**config.mk**
```make
export PLATFORM = sky130hd
export DESIGN_NAME = rtu_frame_receiver
export DESIGN_NICKNAME = d
export VERILOG_FILES = /design/src/rtu_pkg.sv /design/src/rtu_apb_regs.sv /design/src/rtu_frame_receiver.sv
export SDC_FILE = /design/constraint.sdc
export NUM_CORES = 1
export LEC_CHECK = 0
export BUFFER_PORTS_ARGS = -buffer_cell sky130_fd_sc_hd__buf_2
export CORE_ASPECT_RATIO = 0.5
export CORE_UTILIZATION = 52
export CTS_CLUSTER_SIZE = 20
export DETAILED_ROUTE_END_ITERATION = 6
export PLACE_DENSITY = 0.76
export SETUP_SLACK_MARGIN = 0.2
export SYNTH_ARGS = -nofsm -noshare
export SYNTH_HDL_FRONTEND = slang
export SYNTH_SLANG_ARGS = --single-unit
```
**constraint.sdc**
```tcl
create_clock -name clk -period 2.9 [get_ports clk]
set_input_delay 0.145 -clock clk [delete_from_list [all_inputs] [get_ports clk]]
set_output_delay 0.145 -clock clk [all_outputs]
set_load 0.01 [all_outputs]
```
**src/rtu_pkg.sv**
```systemverilog
package rtu_pkg;

    localparam int CMD_W     = 2;
    localparam int EVENT_W   = 3;
    localparam int LENGTH_W  = 9;
    localparam int COUNT_W   = 16;

    localparam logic [CMD_W-1:0] CMD_BYTE = 2'd0;
    localparam logic [CMD_W-1:0] CMD_TICK = 2'd1;
    localparam logic [CMD_W-1:0] CMD_TAKE = 2'd2;

    typedef enum logic [EVENT_W-1:0] {
        EV_NONE     = 3'd0,
        EV_STORED   = 3'd1,
        EV_DROPPED  = 3'd2,
        EV_ACCEPTED = 3'd3,
        EV_BAD_ADDR = 3'd4,
        EV_BAD_CRC  = 3'd5
    } event_t;

    localparam logic [15:0]        CRC_PRESET    = 16'hFFFF;
    localparam logic [15:0]        CRC_POLY      = 16'hA001;
    localparam logic [COUNT_W-1:0] COUNT_MAX     = 16'hFFFF;
    localparam logic [LENGTH_W-1:0] MIN_LEN_EXCL = 9'd3;

    localparam logic [1:0] REG_DEVICE_ADDRESS = 2'd0;
    localparam logic [1:0] REG_CHAR_GAP_MAX   = 2'd1;
    localparam logic [1:0] REG_FRAME_GAP_MIN  = 2'd2;

    typedef struct packed {
        logic [7:0]         device_address;
        logic [COUNT_W-1:0] char_gap_max;
        logic [COUNT_W-1:0] frame_gap_min;
    } rtu_cfg_t;

    function automatic logic [15:0] crc16_byte(input logic [15:0] crc_in,
                                               input logic [7:0]  data);
        logic [15:0] crc;
        crc = crc_in ^ {8'h00, data};
        for (int bit_idx = 0; bit_idx < 8; bit_idx++)
        begin
            if (crc[0])
                crc = (crc >> 1) ^ CRC_POLY;
            else
                crc = crc >> 1;
        end
        return crc;
    endfunction

endpackage

```
**src/rtu_apb_regs.sv**
```systemverilog
module rtu_apb_regs (
    input  logic              clk,
    input  logic              rst_n,
    input  logic              psel,
    input  logic              penable,
    input  logic              pwrite,
    input  logic [3:0]        paddr,
    input  logic [31:0]       pwdata,
    output logic [31:0]       prdata,
    output logic              pready,
    output rtu_pkg::rtu_cfg_t cfg
);
    import rtu_pkg::*;

    rtu_cfg_t   cfg_reg;
    logic       wr_en;
    logic [1:0] reg_idx;

    assign pready  = 1'b1;
    assign reg_idx = paddr[3:2];
    assign wr_en   = psel && penable && pwrite && pready;
    assign cfg     = cfg_reg;

    always_ff @(posedge clk or negedge rst_n)
    begin
        if (!rst_n)
        begin
            cfg_reg.device_address <= 8'd1;
            cfg_reg.char_gap_max   <= 16'd3;
            cfg_reg.frame_gap_min  <= 16'd7;
        end
        else if (wr_en)
        begin
            case (reg_idx)
                REG_DEVICE_ADDRESS: cfg_reg.device_address <= pwdata[7:0];
                REG_CHAR_GAP_MAX:   cfg_reg.char_gap_max   <= pwdata[15:0];
                REG_FRAME_GAP_MIN:  cfg_reg.frame_gap_min  <= pwdata[15:0];
                default:            ;
            endcase
        end
    end

    always_comb
    begin
        case (reg_idx)
            REG_DEVICE_ADDRESS: prdata = {24'd0, cfg_reg.device_address};
            REG_CHAR_GAP_MAX:   prdata = {16'd0, cfg_reg.char_gap_max};
            REG_FRAME_GAP_MIN:  prdata = {16'd0, cfg_reg.frame_gap_min};
            default:            prdata = 32'd0;
        endcase
    end

endmodule

```
**src/rtu_frame_receiver.sv**
```systemverilog
// channel   dir  tdata                                   tuser
// s_axis    in   rx_byte[7:0]                            cmd[1:0]
// m_axis    out  byte_index, byte_value, frame_ready,    event_res[2:0], byte_valid[3]
//                frame_length[25:17], zero pad
// apb cfg   in   device_address 0x0, char_gap_max 0x4, frame_gap_min 0x8
//
// one transfer per cycle while s_tready is high: frame state updates at the input transfer and the
// result lands in the output register the same edge
// s_tready stays high while the output register is empty or being drained
// rst_n clears the frame state and the output valid flag and loads the crc preset; output data is not reset
module rtu_frame_receiver #(
    parameter int BUFFER_DEPTH = 256
) (
    input  logic        clk,
    input  logic        rst_n,
    input  logic        s_tvalid,
    output logic        s_tready,
    input  logic [7:0]  s_tdata,    // rx_byte[7:0]
    input  logic [1:0]  s_tuser,    // cmd[1:0]
    output logic        m_tvalid,
    input  logic        m_tready,
    output logic [31:0] m_tdata,    // byte_index[7:0], byte_value[15:8], frame_ready[16],
                                    // frame_length[25:17], zero[31:26]
    output logic [3:0]  m_tuser,    // event_res[2:0], byte_valid[3]
    input  logic        psel,
    input  logic        penable,
    input  logic        pwrite,
    input  logic [3:0]  paddr,
    input  logic [31:0] pwdata,
    output logic [31:0] prdata,
    output logic        pready
);
    import rtu_pkg::*;

    localparam logic [LENGTH_W-1:0] DEPTH = LENGTH_W'(BUFFER_DEPTH);

    rtu_cfg_t cfg;

    logic                in_frame_reg, in_frame_next;
    logic [LENGTH_W-1:0] byte_count_reg, byte_count_next;
    logic [COUNT_W-1:0]  gap_count_reg, gap_count_next;
    logic                gap_enable_reg, gap_enable_next;
    logic [COUNT_W-1:0]  silence_count_reg, silence_count_next;
    logic                silence_enable_reg, silence_enable_next;
    logic [15:0]         crc_reg, crc_next;
    logic [7:0]          first_byte_reg, first_byte_next;
    logic                ready_reg, ready_next;

    logic                out_valid_reg;
    logic [31:0]         out_tdata_reg;
    logic [3:0]          out_tuser_reg;

    event_t              ev;
    logic                valid;
    logic [7:0]          idx;
    logic [7:0]          val;
    logic                in_xfer;
    logic [COUNT_W-1:0]  gap_inc;
    logic [COUNT_W-1:0]  silence_inc;

    rtu_apb_regs u_regs (
        .clk     (clk),
        .rst_n   (rst_n),
        .psel    (psel),
        .penable (penable),
        .pwrite  (pwrite),
        .paddr   (paddr),
        .pwdata  (pwdata),
        .prdata  (prdata),
        .pready  (pready),
        .cfg     (cfg)
    );

    assign s_tready = !out_valid_reg || m_tready;
    assign in_xfer  = s_tvalid && s_tready;
    assign m_tvalid = out_valid_reg;
    assign m_tdata  = out_tdata_reg;
    assign m_tuser  = out_tuser_reg;

    assign gap_inc     = (gap_count_reg != COUNT_MAX) ? gap_count_reg + 1'b1 : gap_count_reg;
    assign silence_inc = (silence_count_reg != COUNT_MAX) ?
                         silence_count_reg + 1'b1 : silence_count_reg;

    always_comb
    begin
        in_frame_next       = in_frame_reg;
        byte_count_next     = byte_count_reg;
        gap_count_next      = gap_count_reg;
        gap_enable_next     = gap_enable_reg;
        silence_count_next  = silence_count_reg;
        silence_enable_next = silence_enable_reg;
        crc_next            = crc_reg;
        first_byte_next     = first_byte_reg;
        ready_next          = ready_reg;
        ev                  = EV_NONE;
        valid               = 1'b0;
        idx                 = 8'd0;
        val                 = 8'd0;

        case (s_tuser)
            CMD_BYTE:
            begin
                if (in_frame_reg)
                begin
                    if (gap_count_reg <= cfg.char_gap_max && byte_count_reg < DEPTH)
                    begin
                        valid               = 1'b1;
                        idx                 = byte_count_reg[7:0];
                        val                 = s_tdata;
                        byte_count_next     = byte_count_reg + 1'b1;
                        crc_next            = crc16_byte(crc_reg, s_tdata);
                        gap_enable_next     = 1'b1;
                        gap_count_next      = '0;
                        silence_enable_next = 1'b1;
                        silence_count_next  = '0;
                        ev                  = EV_STORED;
                    end
                    else
                    begin
                        // late byte or overflow drops the frame
                        in_frame_next       = 1'b0;
                        gap_enable_next     = 1'b0;
                        gap_count_next      = '0;
                        silence_enable_next = 1'b0;
                        silence_count_next  = '0;
                        ready_next          = 1'b0;
                        ev                  = EV_DROPPED;
                    end
                end
                else
                begin
                    in_frame_next       = 1'b1;
                    byte_count_next     = LENGTH_W'(1);
                    first_byte_next     = s_tdata;
                    crc_next            = crc16_byte(CRC_PRESET, s_tdata);
                    gap_enable_next     = 1'b1;
                    gap_count_next      = '0;
                    silence_enable_next = 1'b1;
                    silence_count_next  = '0;
                    ready_next          = 1'b0;
                    valid               = 1'b1;
                    val                 = s_tdata;
                    ev                  = EV_STORED;
                end
            end
            CMD_TICK:
            begin
                if (gap_enable_reg)
                begin
                    gap_count_next = gap_inc;
                    if (gap_inc > cfg.char_gap_max)
                        gap_enable_next = 1'b0;
                end
                if (silence_enable_reg)
                begin
                    silence_count_next = silence_inc;
                    if (silence_inc >= cfg.frame_gap_min)
                    begin
                        // end of frame silence, run the checks
                        silence_enable_next = 1'b0;
                        silence_count_next  = '0;
                        in_frame_next       = 1'b0;
                        if (first_byte_reg != cfg.device_address ||
                            byte_count_reg <= MIN_LEN_EXCL)
                            ev = EV_BAD_ADDR;
                        else if (crc_reg != 16'd0)
                            ev = EV_BAD_CRC;
                        else
                        begin
                            ready_next = 1'b1;
                            ev         = EV_ACCEPTED;
                        end
                    end
                end
            end
            CMD_TAKE:
            begin
                ready_next = 1'b0;
            end
            default:
            begin
                ev = EV_NONE;
            end
        endcase
    end

    always_ff @(posedge clk or negedge rst_n)
    begin
        if (!rst_n)
        begin
            in_frame_reg       <= 1'b0;
            byte_count_reg     <= '0;
            gap_count_reg      <= '0;
            gap_enable_reg     <= 1'b0;
            silence_count_reg  <= '0;
            silence_enable_reg <= 1'b0;
            crc_reg            <= CRC_PRESET;
            first_byte_reg     <= 8'd0;
            ready_reg          <= 1'b0;
        end
        else if (in_xfer)
        begin
            in_frame_reg       <= in_frame_next;
            byte_count_reg     <= byte_count_next;
            gap_count_reg      <= gap_count_next;
            gap_enable_reg     <= gap_enable_next;
            silence_count_reg  <= silence_count_next;
            silence_enable_reg <= silence_enable_next;
            crc_reg            <= crc_next;
            first_byte_reg     <= first_byte_next;
            ready_reg          <= ready_next;
        end
    end

    always_ff @(posedge clk or negedge rst_n)
    begin
        if (!rst_n)
            out_valid_reg <= 1'b0;
        else if (in_xfer)
            out_valid_reg <= 1'b1;
        else if (m_tready)
            out_valid_reg <= 1'b0;
    end

    always_ff @(posedge clk)
    begin
        if (in_xfer)
        begin
            out_tdata_reg <= {6'd0, byte_count_next, ready_next, val, idx};
            out_tuser_reg <= {valid, ev};
        end
    end

endmodule

```
== Word level (Yosys, flattened, before mapping) ==
Cells that the tools add are included.

* Bits in registers: 140
* Bits of input ports: 53
* Output and inout bits: 71
* Logic and storage cells: 171

* Add/sub/neg operators: 3
* $lt $le $gt $ge: 5
* Eq/ne operators: 11
* Multiplexer cells: 93
* Bitwise operators: 19
* Reduce and logical (&&, ||, !) cells: 22

{| class="wikitable"
|+ Operators by type and width
! operator !! number
|-
| $mux W16 || 58
|-
| $pmux W16 S2 || 2
|-
| $not A2 Y3 || 16
|-
| $pmux W16 S3 || 1
|-
| $add A16 B1 Y16 const B || 2
|-
| $ne A16 B16 Y1 const B || 2
|-
| $mux W9 || 3
|-
| $ge A16 B16 Y1 || 1
|-
| $gt A16 B16 Y1 || 1
|-
| $le A16 B16 Y1 || 1
|-
| $mux W1 || 16
|-
| $mux W8 || 2
|-
| $not A8 Y16 || 1
|-
| $reduce_bool A16 Y1 || 1
|-
| $xor A16 B8 Y16 || 1
|-
| $mux W3 || 5
|-
| $reduce_and A3 Y1 || 5
|-
| $add A9 B1 Y9 const B || 1
|-
| $le A9 B2 Y1 const B || 1
|-
| $lt A9 B9 Y1 const B || 1
|-
| $ne A8 B8 Y1 || 1
|-
| $reduce_and A2 Y1 || 4
|-
| $ne A2 B2 Y1 const B || 3
|-
| $pmux W1 S2 || 3
|-
| 13 further kinds || 21
|}

== Depth between registers and ports, before layout ==
Gate-level depths: netlist of run 1.

* Depth in word-level cells: 40
* Mapped depth: 17
* Mapped depth without buffers: 16

== Modules after synthesis ==
From an unflattened synthesis of run 1, not the netlist that was laid out.

* Cell total of the unflattened synthesis: 886
* Area, all modules: 8912.3 um^2

{| class="wikitable"
|+ By module, submodules not included
! module !! times used !! cells each !! area an instance (um^2) !! seq. area each (um^2)
|-
| rtu_frame_receiver || 1 || 741 || 6947.9 || 2672.6
|-
| rtu_apb_regs || 1 || 145 || 1964.4 || 1008.5
|}

== Worst setup path before layout of run 1 ==
Ideal clock, no wire load.

* Path type: reg-to-reg
* Start point: register silence_count_reg[4]
* End point: register silence_count_reg[7]
* Library setup time: 0.082 ns
* Arrival time: 3.060 ns
* Path slack: -0.242 ns
* Stages on the path, launching flop included: 18
* Clock period less this slack: 3.142 ns
* Path through: dfrtp_1 and3_1 and3_4 and3_4 nand2_4 and3_4 nand2_1 xnor2_1 ha_1 a22o_1 nor3_1 o21ai_1 a41oi_1 o21ai_1 nor2_2 buf_2 o21ai_1 a31oi_1

* Word-level cells in the longest chain between the ends: 6
* Elaborated cells on any way between the ends: 7

{| class="wikitable"
|+ Ends and longest elaborated chain
! element !! line !! RTL
|-
| start, declared || rtu_frame_receiver.sv:43 || <nowiki>logic [COUNT_W-1:0] silence_count_reg, silence_count_next;</nowiki>
|-
| start signal, assigned || rtu_frame_receiver.sv:207 || <nowiki>silence_count_reg <= silence_count_next;</nowiki>
|-
| $add A16 B1 Y16 or $ne A16 B16 Y1 (tied branches) || rtu_frame_receiver.sv:82, rtu_frame_receiver.sv:81 ||
|-
| $mux W16 (*) || rtu_frame_receiver.sv:81 || <nowiki>assign silence_inc = (silence_count_reg != COUNT_MAX) ?</nowiki>
|-
| $ge A16 B16 Y1 || rtu_frame_receiver.sv:157 || <nowiki>if (silence_inc >= cfg.frame_gap_min)</nowiki>
|-
| $mux W16 (*) || rtu_frame_receiver.sv:157 ||
|-
| $mux W16 (*) || rtu_frame_receiver.sv:154 || <nowiki>if (silence_enable_reg)</nowiki>
|-
| $pmux W16 S2 (*) || rtu_frame_receiver.sv:100 || <nowiki>case (s_tuser)</nowiki>
|}

Every way passes the cells marked *; elsewhere a longest branch is shown, timed or not. The select of a mux whose other input is x is not followed.
A chain may end at the register's enable or synchronous reset.

== Worst setup path in the final report of run 1 ==
* Start point: register silence_count_reg[4]
* End point: register silence_count_reg[4]

The elaborated chain is that of the path after synthesis.

==> metrics.txt, run 1 <==
run status=finished with violations; failing checks=negative setup slack; Worst-Margin Slew=about 1.0 ns; Crit path largest cell delay=around 0.4 ns; total gr overflow=0; Nets=1,147; core area=15,600 µm²; max reg flops=40; CP delay by family, top=compound AO/OA/AOI/OAI gates; complex-gate fraction of the synthesized area=between 10 and 15%; Synth Area in XOR/XNOR=roughly 7.3%; asr flop ratio synth=between 70% and 80%; commonest non-fill, non-tap cells in the layout=dfrtp_1, buf_4, nand2_1; Seq cells post-synth=140; Synth top area share=between 20% and 30%; vias in the first global route=between 7,000 and 8,000; Clock Tree Buf Depth=2; CP arrival=roughly 3.6 ns; Max transition margin=a little under a third; Crit Path Max Fanout=6; max-cap viol count=0; I/O Pins=around 120; Setup TNS=-6.71 ns; maximum vdd drop=0.505 mV; Synth Area in Simple Gates=15.9%; Final ANT Viol Nets=0; worst setup margin=-0.366 ns; Post-Syn Area=between 8000 and 9000 µm²; row cnt=32; gate count of the mapped netlist=between 800 and 900; proportion of layout cells with a drive suffix above 1=between 30% and 40%; register area share after synthesis=between 40% and 50%; Top FF cell, synth=dfrtp_1; area delta synth->final=31.6%; routability cong.=a little under 0.9; DP HPWL=15,300 µm; Worst setup EP type=register; Final Util=just over 70%; drt pass-1 iters=5; Sink Count=between 100 and 150; area share of fa/ha/maj cells after synthesis=7.61%; Final Hold Fails=0; CP Cell Sequence=and3_4 -> and3_4 -> a31o_4 -> nor2_4 -> nand2_2 -> xnor2_2 -> ha_1 -> a21o_1 -> a21oi_2 -> o21ai_2 -> a41oi_2 -> o21ai_4 -> nor2_4 -> clkbuf_16 -> nand2_1 -> a31oi_1; Tot Pwr=about 0.0070 W; via count=approximately 7,400; RSZ-0062 raised after global routing=yes; CP max stage cell=dfrtp_1; Num CTS Buffers=17; Antenna diodes=0; Worst Setup Start Kind=register; syn avg cell area=slightly below 10 µm²; DRT iter0 DRCs=~810; Post-synth EDFFs=30; input/output buffers=slightly above 80; Max Slew Vio Count=0; Layout Skew=0.0137 ns; leak pwr=5.10 nW; main area contributors after synthesis=dfrtp_1, edfxtp_1, ha_1; Tot GR Track Use=between 20% and 30%; final wirelength=23,700 µm; fin crit share=113%; proportion of synthesized area in mux cells=4.97%; WHS=0.0153 ns; Residual DRC=0; largest family of logic cells by synthesized area=simple AND/OR/NAND/NOR gates; vias per inst=approximately 5.9; DIE AREA=approximately 17,000 µm²; Setup violations, final=24; Avg WL per Cell=approximately 19 µm; Req. time, crit path=3.24 ns; CTS tree=done; Clock transition at path regs=~0.06 ns; first-pass GRT wire length=34,900 µm; hold crit path type=in2reg; Yosys top cell by area=dfrtp_1; Clk Latency, worst-skew pair=around 0.43 ns; H-tree depth=4; Yosys warnings=0; fin crit period=approximately 3.3 ns; Die X=~180 µm; die height=between 90 and 100 µm; library cells used by synthesis=62; reg-to-reg critical path startpoint=silence_count_reg[4]; Buf+Inv Stages, Crit Path=1; Worst Setup SP=silence_count_reg[4]; pin count of the biggest net entering global routing=61; pre-CTS setup slack=-0.189 ns; PwrDens=approximately 630 nW/µm²; Initial Util=between 50% and 60%; antenna violations before repair=0; Achievable Freq=just over 300 MHz; critical path class=reg2reg; Worst Hold Launch=pwdata[5]; root buf cell=clkbuf_16
cell usage after synthesis (all sizes together) (29+ instances only):
master	number
xnor2	40
xor2	30
dfrtp	88
edfxtp	30
buf	30
inv	49
mux2	29
a21oi	33
ha	51
o21ai	74
nor2	45
nand2	93
per-layer routing:
metal,up-vias,global-route usage [%],part of all wire (%)
li1,3392,-,-
met1,3621,35.0,44
met2,322,44.6,48
met3,54,4.88,6.1
met4,0,9.25,2.6
met5,-,0,0
per-stage QoR:
step | instances | area [µm²]
5_1_grt | 1260 | 11000
2_1_floorplan | 878 | 8580
4_1_cts | 1239 | 10300
3_3_place_gp | 1191 | 9600
3_5_place_dp | 1191 | 9600
6_report | 1260 | 11000
final cells by class:
type / instances / area, µm²
Clock buffer: 17 / 425
Clock inverter: 15 / 134
Fill cell: 1044 / 4540
Inverter: 49 / 186
Multi-Input combinational cell: 634 / 4870
Sequential cell: 140 / 3680
Tap cell: 204 / 255
Timing Repair Buffer: 201 / 1490
report_power, final:
group | total (W) | switching (W) | leakage, nW | internal [W]
registers | 0.00279 | 0.000340 | 1.65 | 0.00245
clock network | 0.00210 | 0.000976 | 0.271 | 0.00112
logic | 0.00206 | 0.00110 | 3.17 | 0.000964
total | 0.00695 | 0.00242 | 5.10 | 0.00454
path summary, 6_finish.rpt:
check	end	slack (ns)	cells after the start
worst max-delay path	silence_count_reg[4]	-0.37	16
worst min-delay path	u_regs.cfg[5]	0.02	3
worst max register to register	silence_count_reg[4]	-0.37	16
worst min register to register	crc_reg[3]	0.50	2
max in group asynchronous	crc_reg[6]	1.73	3
min in group asynchronous	gap_count_reg[2]	0.34	2
tightest hold or removal path: stages:
cell     delay (ns)
buf_2          0.13
nand2_1        0.06
o21ai_0        0.07
cell families (layout without fill, tap and decap cells):
family / after synthesis / count (layout)
other cells: 2 / 23
flops: 140 / 140
buf+inv: 105 / 282
fa+ha+maj: 51 / 51
simple gates: 259 / 259
mux: 38 / 38
xor+xnor: 70 / 70
compound gates: 192 / 193
timing repair:
action,CTS,global route
pin swaps,0,39
hold buffers,16,0
gates cloned,0,5
setup endpoints to repair,25,62
setup buffers,0,16
gates resized for setup,5,105
hold endpoints to repair,87,0
Note: power is estimated with default switching activity, not from simulation.
==> run 2: changes to the inputs <==
- GPL_ROUTABILITY_DRIVEN: default -> 0
- RECOVER_POWER: default -> 25
- SKIP_LAST_GASP: default -> 1
==> run 2 against run 1 <==
Net effect: the flow finishes with violations (max-capacitance violations, max-slew violations, negative setup slack); die area is the same; power shrank 0.71%; global-route usage grew 0.52 points; clock power grew 7%; combinational power shrank 9%; critical path type unchanged; critical endpoint is now silence_count_reg[3].
==> metrics.txt, run 2 (synthesized netlist as in run 1, its figures left out) <==
run status=finished with violations; failing checks=max-capacitance violations, max-slew violations, negative setup slack; Clock Tree Buf Depth=2; first-pass GRT wire length=35,700 µm; worst reg2reg setup slack=-0.33 ns; pin count of the biggest net entering global routing=62; Worst Setup SP=silence_count_reg[4]; vias in the first global route=between 7,000 and 8,000; Residual DRC=0; Hold Crit Depth=3; fin crit share=111%; internal power=roughly 0.0046 W; I/O Pins=about 120; Combinational Power Share=a little over a quarter; Crit Reg-Reg Endpoint=silence_count_reg[3]; WHS=around 0.030 ns; CTS tree=done; Tot GR Track Use=between 20% and 30%; leak pwr=roughly 5.0 nW; commonest non-fill, non-tap cells in the layout=buf_4, nand2_1, dfrtp_1; Max transition margin=-3.22%; placed cells=around 1,200; Layout Skew=0.0158 ns; Clock transition at path regs=approximately 0.06 ns; Setup TNS=-6.03 ns; Sw Share=around a third; total gr overflow=0; row cnt=32; max reg flops=40; Max Slew Vio Count=15; Worst-Margin Slew=1.54 ns; DP HPWL=15,000 µm; Setup violations, final=24; Achievable Freq=roughly 310 MHz; max-cap viol count=1; reg2reg path depth=17; hold crit path type=in2reg; Die X=about 180 µm; area delta synth->final=28.8%; die height=just over 90 µm; Finished Cell Area=roughly 11,000 µm²; Avg WL per Cell=17.7 µm; drt pass-1 iters=5; vias per inst=~5.8; input/output buffers=82; Antenna diodes=0; Final ANT Viol Nets=0; Req. time, crit path=3.23 ns; reg-to-reg critical path startpoint=silence_count_reg[4]; Cell Area, Placed=around 9600 µm²; fin crit period=3.23 ns; DIE AREA=16,700 µm²; Reg power frac=between 40% and 50%; Nets=between 1,000 and 1,500; Clk network pwr share=between 30% and 40%; Crit Path Max Fanout=6; proportion of layout cells with a drive suffix above 1=a little under a third; antenna violations before repair=0; Num CTS Buffers=17; Initial Util=between 50% and 60%; RSZ-0062 raised after global routing=yes; worst setup margin=-0.331 ns; Sink Count=140; Worst Setup Start Kind=register; Final Hold Fails=0; PwrDens=between 600 and 700 nW/µm²; CP arrival=3.56 ns; H-tree depth=4; Non-Filler Instances=1,256; Worst Setup EP=silence_count_reg[3]; Clk Latency, worst-skew pair=between 0.4 and 0.5 ns; root buf cell=clkbuf_16; maximum vdd drop=roughly 0.56 mV; most common cell after layout, fill and taps aside=buf_4; final wirelength=~22,000 µm; Worst setup EP type=register; Tot Pwr=around 0.0069 W; Psw=about 0.0023 W; core area=15,600 µm²; critical path class=reg2reg; via count=between 7,000 and 8,000; DRT iter0 DRCs=between 700 and 800
[run 2: changes by cell type in the layout (fill, tap and decap cells not counted), moves of 4 or more]
cell and delta:
mux2_4 -10, mux2_1 +8, buf_6 -8, a21oi_1 +4
a21oi_2 -6, nand2_2 -4, nand2_1 +4
[run 2: what timing repair did]
action,CTS,global route
hold buffers,17,0
pin swaps,7,12
buffers inserted,7,6
hold endpoints to repair,77,0
endpoints found under the setup margin,40,61
gates resized for setup,33,30
gates cloned,1,2
[run 2: how the worst min path moves through the flow]
stage,from,end,slack [ns]
final,pwdata[7],u_regs.cfg[7],0.03
after floorplan,rst_n,byte_count_reg[0],-0.15
after detailed placement,rst_n,gap_count_reg[12],0.22
after global placement,rst_n,gap_count_reg[15],0.22
after CTS,pwdata[7],u_regs.cfg[7],0.02
after global routing,pwdata[7],u_regs.cfg[7],0.04
[run 2: stage by stage]
stage,setup WS (ns),util [%]
after CTS,-0.182,68.0
after floorplan,0.00226,-
after global routing,-0.458,69.4
after global placement,-0.0764,61.7
final,-0.331,69.4
after detailed placement,-0.189,61.7
[run 2: area by class of cell]
| cell class | instances | area (µm²) |
|---|---|---|
| Sequential cell | 140 | 3680 |
| Fill cell | 1093 | 4770 |
| Multi-Input combinational cell | 634 | 4680 |
| Timing Repair Buffer | 197 | 1400 |
| Tap cell | 204 | 255 |
| Clock inverter | 15 | 175 |
| Clock buffer | 17 | 425 |
| Inverter | 49 | 184 |
[run 2: layer usage]
| layer | global-route usage (%) | wire length, µm | vias to the layer above | part of all wire [%] |
|---|---|---|---|---|
| li1 | - | - | 3372 | - |
| met1 | 36.7 | 10200 | 3617 | 46 |
| met2 | 44.9 | 10500 | 238 | 47 |
| met3 | 4.13 | 1090 | 48 | 4.9 |
| met4 | 9.46 | 495 | 0 | 2.2 |
| met5 | 0 | 0 | - | 0 |
[run 2: worst max-delay path, stage by stage (launching register included)]
cell       delay [ns]
dfrtp_1          0.38
and3_4           0.19
and3_4           0.20
and3_4           0.21
nand2_4          0.08
and3_4           0.23
nand2_4          0.06
xnor2_2          0.14
ha_2             0.19
a22o_1           0.22
nor3_2           0.12
o21ai_1          0.12
a41oi_2          0.23
o21ai_4          0.12
nor2_4           0.23
clkbuf_16        0.21
a21oi_2          0.05
a31oi_1          0.17
[run 2: power by group through the flow]
stage | registers [W] | clock network [W] | logic (W)
CTS | 0.00277 | 0.00227 | 0.00181
detailed placement | 0.00279 | 0 | 0.00174
global placement | 0.00277 | 0 | 0.00166
finish | 0.00278 | 0.00225 | 0.00187
global route | 0.00283 | 0.00237 | 0.00206
floorplan | 0.00270 | 0 | 0.00131
==> run 3: changes to the inputs <==
- SKIP_CTS_REPAIR_TIMING: default -> 1
==> run 3 against run 2 <==
Net effect: the run ends with negative hold slack, max-capacitance violations, max-slew violations, negative setup slack left; critical path depth is the same; highest routed layer unchanged; wire length shrank 2.7%; critical endpoint is now silence_count_reg[8]; global-route usage shrank 1.2 points; final area shrank 1.5%.
==> metrics.txt, run 3 (synthesized netlist as in run 1, its figures left out) <==
run status=finished with violations; failing checks=negative hold slack, max-capacitance violations, max-slew violations, negative setup slack; PwrDens=~640 nW/µm²; input/output buffers=around 80; Initial Util=between 50 and 60%; Finished Cell Area=around 11,000 µm²; Worst Setup Start Kind=register; Crit Path Max Fanout=11; max reg flops=40; Setup violations, final=24; root buf cell=clkbuf_16; die height=~92 µm; Worst Setup SP=silence_count_reg[4]; placed cells=approximately 1,200; Num CTS Buffers=17; reg-to-reg critical path startpoint=silence_count_reg[4]; vias per inst=a little under 6; Combinational Power Share=26.8%; internal power=~0.0046 W; most common cell after layout, fill and taps aside=buf_4; Non-Filler Instances=approximately 1,300; critical path class=reg2reg; max-cap viol count=1; Clk Latency, worst-skew pair=~0.43 ns; Worst setup EP type=register; Sink Count=140; H-tree depth=4; row cnt=32; area delta synth->final=26.9%; Achievable Freq=306 MHz; WHS=-0.0322 ns; Tot GR Track Use=between 20 and 30%; pin count of the biggest net entering global routing=a little over 60; final wirelength=between 20,000 and 25,000 µm; Layout Skew=between 0.01 and 0.015 ns; Clk network pwr share=between 30% and 40%; DIE AREA=approximately 17,000 µm²; Nets=around 1,100; Cell Area, Placed=between 9000 and 10,000 µm²; I/O Pins=approximately 120; Die X=between 150 and 200 µm; Sw Share=33.0%; antenna violations before repair=0; Max Slew Vio Count=15; Antenna diodes=0; Avg WL per Cell=approximately 17 µm; fin crit period=approximately 3.3 ns; leak pwr=approximately 5.0 nW; DP HPWL=between 15,000 and 20,000 µm; Max transition margin=-5.61%; DRT iter0 DRCs=711; vias in the first global route=~7,000; Final Hold Fails=6; CTS tree=done; Psw=approximately 0.0023 W; Req. time, crit path=3.22 ns; total gr overflow=0; Clock Tree Buf Depth=2; Worst Hold Launch=pwdata[6]; CP arrival=about 3.6 ns; drt pass-1 iters=6; proportion of layout cells with a drive suffix above 1=a little under a third; Worst-Margin Slew=~1.6 ns; commonest non-fill, non-tap cells in the layout=buf_4, nand2_1, dfrtp_1; maximum vdd drop=between 0.5 and 0.6 mV; Final ANT Viol Nets=0; Residual DRC=0; core area=about 16,000 µm²; first-pass GRT wire length=34,200 µm; Reg power frac=around two fifths; fin crit share=113%; worst setup margin=-0.372 ns; via count=7,206; RSZ-0062 raised after global routing=yes; pre-CTS setup slack=-0.189 ns; hold crit path type=in2reg; Clock transition at path regs=0.06 ns
==> run 3: cell types whose count changed in the layout (fill, tap and decap cells not counted), moves of 2 or more <==
cell | before | now
nor3_1 | 6 | 8
o31ai_2 | 3 | 0
a21oi_1 | 26 | 28
a21oi_4 | 2 | 0
dlygate4sd3_1 | 17 | 10
o31ai_1 | 3 | 6
==> run 3: final cells by class <==
class,count,area (µm²)
clock buffers,17,425
repair buffers,191,1340
flip-flops and latches,140,3680
inverters,49,184
clock inverters,15,175
well taps,204,255
fillers,1136,4930
multi-input cells,634,4590
==> run 3: final timing paths <==
check,depth (start not counted),slack (ns),endpoint
max,17,-0.37,silence_count_reg[8]
min,3,-0.03,u_regs.cfg[22]
max reg2reg,17,-0.37,silence_count_reg[8]
min reg2reg,2,0.49,crc_reg[3]
max in group asynchronous,3,1.35,u_regs.cfg[2]
min in group asynchronous,2,0.55,gap_count_reg[12]
==> run 3: critical path, cell delays in order (launching register included) <==
cell and delay, ns:
dfrtp_1 0.38, and3_4 0.19, and3_4 0.20, and3_4 0.21, nand2_4 0.09, and3_4 0.23, nand2_4 0.06, xnor2_2 0.14
ha_2 0.18, a22o_1 0.22, nor3_2 0.13, o21ai_1 0.10, a41oi_2 0.22, o21ai_4 0.13, nor2_4 0.22, clkbuf_16 0.21
nand2_1 0.07, a31oi_1 0.19
==> run 3: metrics by stage <==
step                util, %  TNS, ns  power, W
finish                 68.4    -5.34   0.00686
global route           68.4    -8.09   0.00722
CTS                    65.6    -3.90   0.00681
detailed placement     61.7    -2.93   0.00454
global placement       61.7   -0.697   0.00443
floorplan                 -        0   0.00401
==> run 3: metal layers <==
layer | GRT usage (%) | part of all wire, %
met1 | 35.7 | 46
met2 | 42.7 | 47
met3 | 3.73 | 6.2
met4 | 7.84 | 1.7
met5 | 0 | 0
==> run 3: power by group through the flow <==
stage               Sequential [W]  Clock, W  Combinational (W)
floorplan                  0.00270         0            0.00131
detailed placement         0.00279         0            0.00174
finish                     0.00277   0.00225            0.00184
global placement           0.00277         0            0.00166
global route               0.00282   0.00237            0.00203
CTS                        0.00277   0.00227            0.00177
